$ cat src/sv/mecanum_wheel_mixer_unit_macros.svh
// Assertion macros shared by the mixer RTL.
`ifndef MECANUM_WHEEL_MIXER_UNIT_MACROS_SVH
`define MECANUM_WHEEL_MIXER_UNIT_MACROS_SVH

`ifndef ASSERT_OFF

// same-cycle implication
`define MWM_ASSERT_IMP(label, clk, rst, ante, cons, msg) \
   label: assert property (@(posedge clk) disable iff (rst) (ante) |-> (cons)) \
      else $error(msg);

// next-cycle implication
`define MWM_ASSERT_NXT(label, clk, rst, ante, cons, msg) \
   label: assert property (@(posedge clk) disable iff (rst) (ante) |=> (cons)) \
      else $error(msg);

`else

`define MWM_ASSERT_IMP(label, clk, rst, ante, cons, msg)
`define MWM_ASSERT_NXT(label, clk, rst, ante, cons, msg)

`endif

`endif

$ cat src/sv/mwm_pkg.sv
`default_nettype none

package mwm_pkg;

   localparam int SAMPLE_BITS_DEFAULT = 16;

   // command axes
   localparam int NUM_AXES   = 3;
   localparam int AX_STRAFE  = 0;
   localparam int AX_FORWARD = 1;
   localparam int AX_ROTATE  = 2;

   // roller layout codes
   localparam logic LAYOUT_CENTER = 1'b0;
   localparam logic LAYOUT_AXES   = 1'b1;

endpackage

`default_nettype wire

$ cat src/sv/mwm_div.sv
`default_nettype none
`include "mecanum_wheel_mixer_unit_macros.svh"

// Pipelined restoring divider: three numerators over one shared divisor,
// one quotient bit per stage, most significant bit first.
module mwm_div
   import mwm_pkg::*;
#(
   parameter int SAMPLE_BITS = SAMPLE_BITS_DEFAULT
) (
   input  wire logic                      clock,
   input  wire logic                      reset,
   input  wire logic                      in_valid,
   output      logic                      in_ready,
   input  wire logic [2*SAMPLE_BITS-2:0]  in_num [NUM_AXES],
   input  wire logic [SAMPLE_BITS:0]      in_den,
   input  wire logic [NUM_AXES-1:0]       in_sign,
   output      logic                      out_valid,
   input  wire logic                      out_ready,
   output      logic [SAMPLE_BITS-1:0]    out_quo [NUM_AXES],
   output      logic [NUM_AXES-1:0]       out_sign
);

   localparam int FB = SAMPLE_BITS - 1;
   localparam int MW = FB + 1;
   localparam int SW = FB + 2;
   localparam int NW = 2 * FB + 1;
   localparam int DW = 2 * FB + 2;
   localparam int NS = FB + 1;
   localparam logic [MW-1:0] ONE_Q = {1'b1, {FB{1'b0}}};

   logic                vld_ff [NS];
   logic [NW-1:0]       rem_ff [NS][NUM_AXES];
   logic [MW-1:0]       quo_ff [NS][NUM_AXES];
   logic [SW-1:0]       den_ff [NS];
   logic [NUM_AXES-1:0] sgn_ff [NS];

   logic                src_vld [NS];
   logic [NW-1:0]       src_rem [NS][NUM_AXES];
   logic [MW-1:0]       src_quo [NS][NUM_AXES];
   logic [SW-1:0]       src_den [NS];
   logic [NUM_AXES-1:0] src_sgn [NS];
   logic [NS:0]         en;

   assign en[NS]    = out_ready;
   assign in_ready  = en[0];
   assign out_valid = vld_ff[NS-1];
   assign out_quo   = quo_ff[NS-1];
   assign out_sign  = sgn_ff[NS-1];

   for (genvar j = 0; j < NS; j++) begin : g_stage
      localparam int K = FB - j;
      logic [DW-1:0] dsh;

      if (j == 0) begin : g_first
         assign src_vld[j] = in_valid;
         assign src_den[j] = in_den;
         assign src_sgn[j] = in_sign;
         for (genvar i = 0; i < NUM_AXES; i++) begin : g_ax
            assign src_rem[j][i] = in_num[i];
            assign src_quo[j][i] = '0;
         end
      end else begin : g_next
         assign src_vld[j] = vld_ff[j-1];
         assign src_den[j] = den_ff[j-1];
         assign src_sgn[j] = sgn_ff[j-1];
         for (genvar i = 0; i < NUM_AXES; i++) begin : g_ax
            assign src_rem[j][i] = rem_ff[j-1][i];
            assign src_quo[j][i] = quo_ff[j-1][i];
         end
      end

      // advance when empty or when the stage ahead moves
      assign en[j] = !vld_ff[j] || en[j+1];
      assign dsh   = DW'(src_den[j]) << K;

      always_ff @(posedge clock) begin
         if (reset) begin
            vld_ff[j] <= 1'b0;
         end else if (en[j]) begin
            vld_ff[j] <= src_vld[j];
         end
      end

      always_ff @(posedge clock) begin
         if (en[j]) begin
            den_ff[j] <= src_den[j];
            sgn_ff[j] <= src_sgn[j];
         end
      end

      for (genvar i = 0; i < NUM_AXES; i++) begin : g_ax
         logic [DW:0]   diff;
         logic          ge;
         logic [NW-1:0] rem_in;
         logic [MW-1:0] quo_in;

         assign diff   = {1'b0, DW'(src_rem[j][i])} - {1'b0, dsh};
         assign ge     = !diff[DW];
         assign rem_in = ge ? diff[NW-1:0] : src_rem[j][i];
         assign quo_in = src_quo[j][i] | (MW'(ge) << K);

         always_ff @(posedge clock) begin
            if (en[j]) begin
               rem_ff[j][i] <= rem_in;
               quo_ff[j][i] <= quo_in;
            end
         end
      end
   end

   `MWM_ASSERT_IMP(a_quo_range, clock, reset, out_valid, (out_quo[0] <= ONE_Q) && (out_quo[1] <= ONE_Q) && (out_quo[2] <= ONE_Q), "quotient above one")
   `MWM_ASSERT_IMP(a_rem_range, clock, reset, out_valid, (rem_ff[NS-1][0] < NW'(den_ff[NS-1])) && (rem_ff[NS-1][1] < NW'(den_ff[NS-1])) && (rem_ff[NS-1][2] < NW'(den_ff[NS-1])), "remainder not below divisor")
   `MWM_ASSERT_NXT(a_out_hold, clock, reset, out_valid && !out_ready, out_valid && $stable(out_sign) && $stable(out_quo[0]) && $stable(out_quo[1]) && $stable(out_quo[2]), "stalled quotient word changed")

endmodule

`default_nettype wire

$ cat config.mk
export PLATFORM = sky130hd
export DESIGN_NAME = mwm_div
export DESIGN_NICKNAME = d
export VERILOG_FILES = /design/src/sv/mwm_pkg.sv /design/src/sv/mwm_div.sv
export VERILOG_INCLUDE_DIRS = /design/src /design/src/sv
export SDC_FILE = /design/constraint.sdc
export NUM_CORES = 2
export LEC_CHECK = 0
export BUFFER_PORTS_ARGS = -buffer_cell sky130_fd_sc_hd__buf_4
export CORE_UTILIZATION = 55
export CTS_BUF_LIST = sky130_fd_sc_hd__clkbuf_8
export DETAILED_ROUTE_END_ITERATION = 12
export PLACE_DENSITY = 0.71
export SLEW_MARGIN = 20
export SYNTH_ARGS = -nofsm -noshare
export SYNTH_HDL_FRONTEND = slang
export SYNTH_SLANG_ARGS = --single-unit
$ cat constraint.sdc
create_clock -name clock -period 12.75 [get_ports clock]
set_input_delay 0 -clock clock [delete_from_list [all_inputs] [get_ports clock]]
set_output_delay 0 -clock clock [all_outputs]
set_load 0.02 [all_outputs]
==> impl_metrics.py <==
metrics = {
    "setup_path": {
        "cp.required_ns": 12.75,
        "endpoint_kind": "output port",
        "cp.arrival_ns": 5.78,
        "critPathKind": "flip-flop to output port",
        "timing.critical_path.buf_inv": 4,
        "reg2reg_setup_slack_ns": 7.59,
        "cp-startpoint": "vld_ff[1][7]",
        "r2r_start": "vld_ff[1][7]",
        "regToRegEndpoint": "rem_ff[0][287]",
        "crit_top_cell": "buf_4",
        "rr_worst_depth": 11,
        "crit_path_max_incr_delay_ns": 0.69,
        "path_cells": "nor2b_1 > nand2_4 > nor2_1 > and2_1 > inv_6 > nor2_1 > and3_1 > nand3_4 > buf_4 > buf_4 > buf_4",
        "critPathLaunchType": "flip-flop",
        "cp_max_fo": 88,
        "slowest_stage": "buf_4",
        "cp_top_family": "buffers and inverters",
    },
    "placed_design": {
        "portBuffers": 169,
        "dp_slack_ns": 7.59,
        "dp_hpwl_um": 212000,
        "globalplace.congestion": 0.932,
    },
    "global_route": {
        "antenna_found_initial": 11,
        "grt_pass1_vias": 73796,
        "grt_max_degree": 89,
        "track_usage_pct": 26.4,
        "grt.overflow.total": 0,
        "grt_pass1_wl_um": 418000,
    },
    "cts": {
        "cts_buffer_depth": 4,
        "clk_latency_ns": 1.07,
        "cts-root-buf": "clkbuf_8",
        "clock-sinks": 2122,
        "cts_setup_buffers": 0,
        "tritoncts": "done",
        "path_clk_slew_ns": 0.06,
        "htree_levels": 5,
        "cts_inserted_buffers": 360,
    },
    "logic_synthesis": {
        "synthArstFlopShare_pct": 0,
        "syn_inst": 9334,
        "synthTopCellsByArea": "edfxtp_1, ha_1, xnor2_1",
        "ys.flop_type": "edfxtp_1",
        "ys_warn_count": 0,
        "synth_top_area_share_pct": 56.8,
        "syn-cell-area_um2": 112000,
        "ys_types": 97,
        "seq_area_frac_synth_pct": 56.8,
        "yosysMostFrequentCell": "edfxtp_1",
        "yosys_register_bits": 2122,
        "synth_area_per_cell_um2": 12.0,
        "synth_common_cells": "edfxtp_1, ha_1, nor2_1",
        "synth_largest_area_cell": "edfxtp_1",
        "synth-edff-count": 2122,
        "syn_nets": 10306,
    },
    "timing": {
        "whs_ns": 0.158,
        "relSlewSlack_pct": 24.6,
        "fin_crit_ns": 5.78,
        "tns_ns": 0,
        "layout_setup_ws_ns": 6.97,
        "clock.fmax_ghz": 0.173,
        "tightest_slew_ns": 1.13,
        "clock_skew_ns": 0.0981,
        "grt_setup_unrepaired": "no",
        "fin_crit_sh_pct": 45.3,
        "timing_hold_violations_final": 0,
        "drv_slew": 0,
        "setup_viol": 0,
    },
    "power_and_ir_drop": {
        "max-vdd-ir-drop_mv": 0.163,
        "finalPower_mw": 30.0,
        "powerDensity_nw_per_um2": 238,
        "switchingPower_mw": 11.1,
        "intPower_mw": 18.9,
        "p_leak_nw": 50.7,
        "p_sw_share_pct": 36.9,
        "combPwrFrac_pct": 39.8,
        "seqPwrFrac_pct": 41.3,
        "pwr-share-clk_pct": 18.9,
    },
    "route": {
        "routed_wirelength_um": 275000,
        "drt_pre_antenna_iters": 6,
        "route.antenna.remaining_nets": 0,
        "vias": 74072,
        "drt-initial-drc-count": 5169,
        "vias_per_cell": 5.70,
        "detail_route.wl_per_cell_um": 21.2,
        "remaining_drc_errors": 0,
    },
    "job": {
        "maxCapViolCount": 0,
    },
    "layout": {
        "drive_gt1_share_pct": 8.37,
        "fin_util_pct": 62.3,
        "area_delta_synth_final_pct": 12.5,
        "nets": 11036,
    },
    "min_path": {
        "hp-class": "input port to flip-flop",
        "hold_depth": 5,
        "holdPathEnd": "rem_ff[0][60]",
        "hold_start": "in_num[60]",
    },
    "die": {
        "rows": 165,
        "die_h_um": 454,
        "initial_core_util_pct": 55.4,
        "num_io_pins": 170,
        "die_area_um2": 206000,
        "die_w_um": 454,
        "design.core.area_um2": 202000,
    },
    "status": {
        "run_status": "completed",
    },
}
[flip-flops by register name, indices dropped and copies added, names as in the netlist]
register and cells:
quo_ff 408, den_ff 255, rem_ff 1395, vld_ff 16
sgn_ff 48
[worst register-to-register path, stage by stage (launching register included)]
cell and delay (ns):
edfxtp_1 0.38, nor2b_1 0.22, nand2_4 0.36, nor2_1 0.21, and2_1 0.33, inv_6 0.59
nor2_1 0.26, and2_1 0.30, and3_1 0.29, nand2_4 0.36, buf_4 0.74, buf_4 0.61
[worst max path at each step]
stage	slack [ns]	cells after the start	end
2_1_floorplan	0.84	9	vld_ff[0][0]
3_3_place_gp	7.72	11	rem_ff[0][283]
3_5_place_dp	7.59	11	rem_ff[0][313]
4_1_cts	6.76	11	in_ready
5_1_grt	6.45	11	in_ready
6_report	6.97	11	in_ready
[logic make-up after synthesis]
family                   share of synthesized area [%]
multiplexers                                      2.36
AND/OR/NAND/NOR                                   11.0
adder cells (fa/ha/maj)                           9.84
AO/OA/AOI/OAI                                     12.0
buffers and inverters                             2.29
flip-flops                                        56.8
XOR/XNOR                                          5.75
[per-layer routing]
metal	wire (um)	share of wire (%)	global-route usage (%)
met1	115000	42	32.8
met2	139000	51	46.9
met3	12500	4.5	4.03
met4	8150	3.0	8.88
met5	37	0.013	0
[power by group through the flow]
stage | sequential [mW] | combinational (mW) | clock [mW]
6_report | 12.4 | 11.9 | 5.67
5_1_grt | 12.6 | 13.2 | 6.11
3_5_place_dp | 12.5 | 11.7 | 0
4_1_cts | 12.4 | 11.9 | 5.82
3_3_place_gp | 12.4 | 11.5 | 0
2_1_floorplan | 11.6 | 8.85 | 0
[placed cells by master (no fill, tap or decap), types with 32 or more instances in the layout]
master and n:
mux2i_1 39, nor3_1 188, clkinv_2 48, mux2_1 164
ha_1 810, and3_1 36, xor2_1 346, nand4_1 40
o31ai_1 86, nor2b_1 149, dlygate4sd3_1 267, a211oi_1 60
xnor2_1 391, o21ai_1 308, inv_1 585, and2_1 43
o31a_1 32, o21a_1 149, nor4_1 73, buf_4 244
o21ai_0 292, or4_1 36, edfxtp_1 2122, fa_1 45
nand3_1 118, a31oi_1 60, nand2b_1 190, a21oi_1 649
clkinv_1 74, clkbuf_8 364, a21o_1 209, or3_1 73
o21bai_1 41, mux2_2 36, nand2_1 675, nor2_1 744
or2_2 42
[per-stage QoR]
step / instances / area [um^2]
after CTS: 12982 / 126000
after detailed placement: 12107 / 117000
after floorplan: 9334 / 112000
after global placement: 12107 / 117000
after global routing: 12985 / 126000
final: 12985 / 126000
[area by class of cell]
type                    count  area [um^2]
fillers                 15603        76200
flip-flops and latches   2122        63700
multi-input cells        6538        46000
clock buffers             364         5010
repair buffers            511         4500
well taps                2672         3340
inverters                 531         2020
clock inverters           244         1510
diodes                      3         7.51
[repair_timing]
action / 4_1_cts / 5_1_grt
hold endpoints to repair: 275 / 0
resized for setup: 0 / 0
hold buffers: 267 / 0
(Power assumes the default switching activity.)
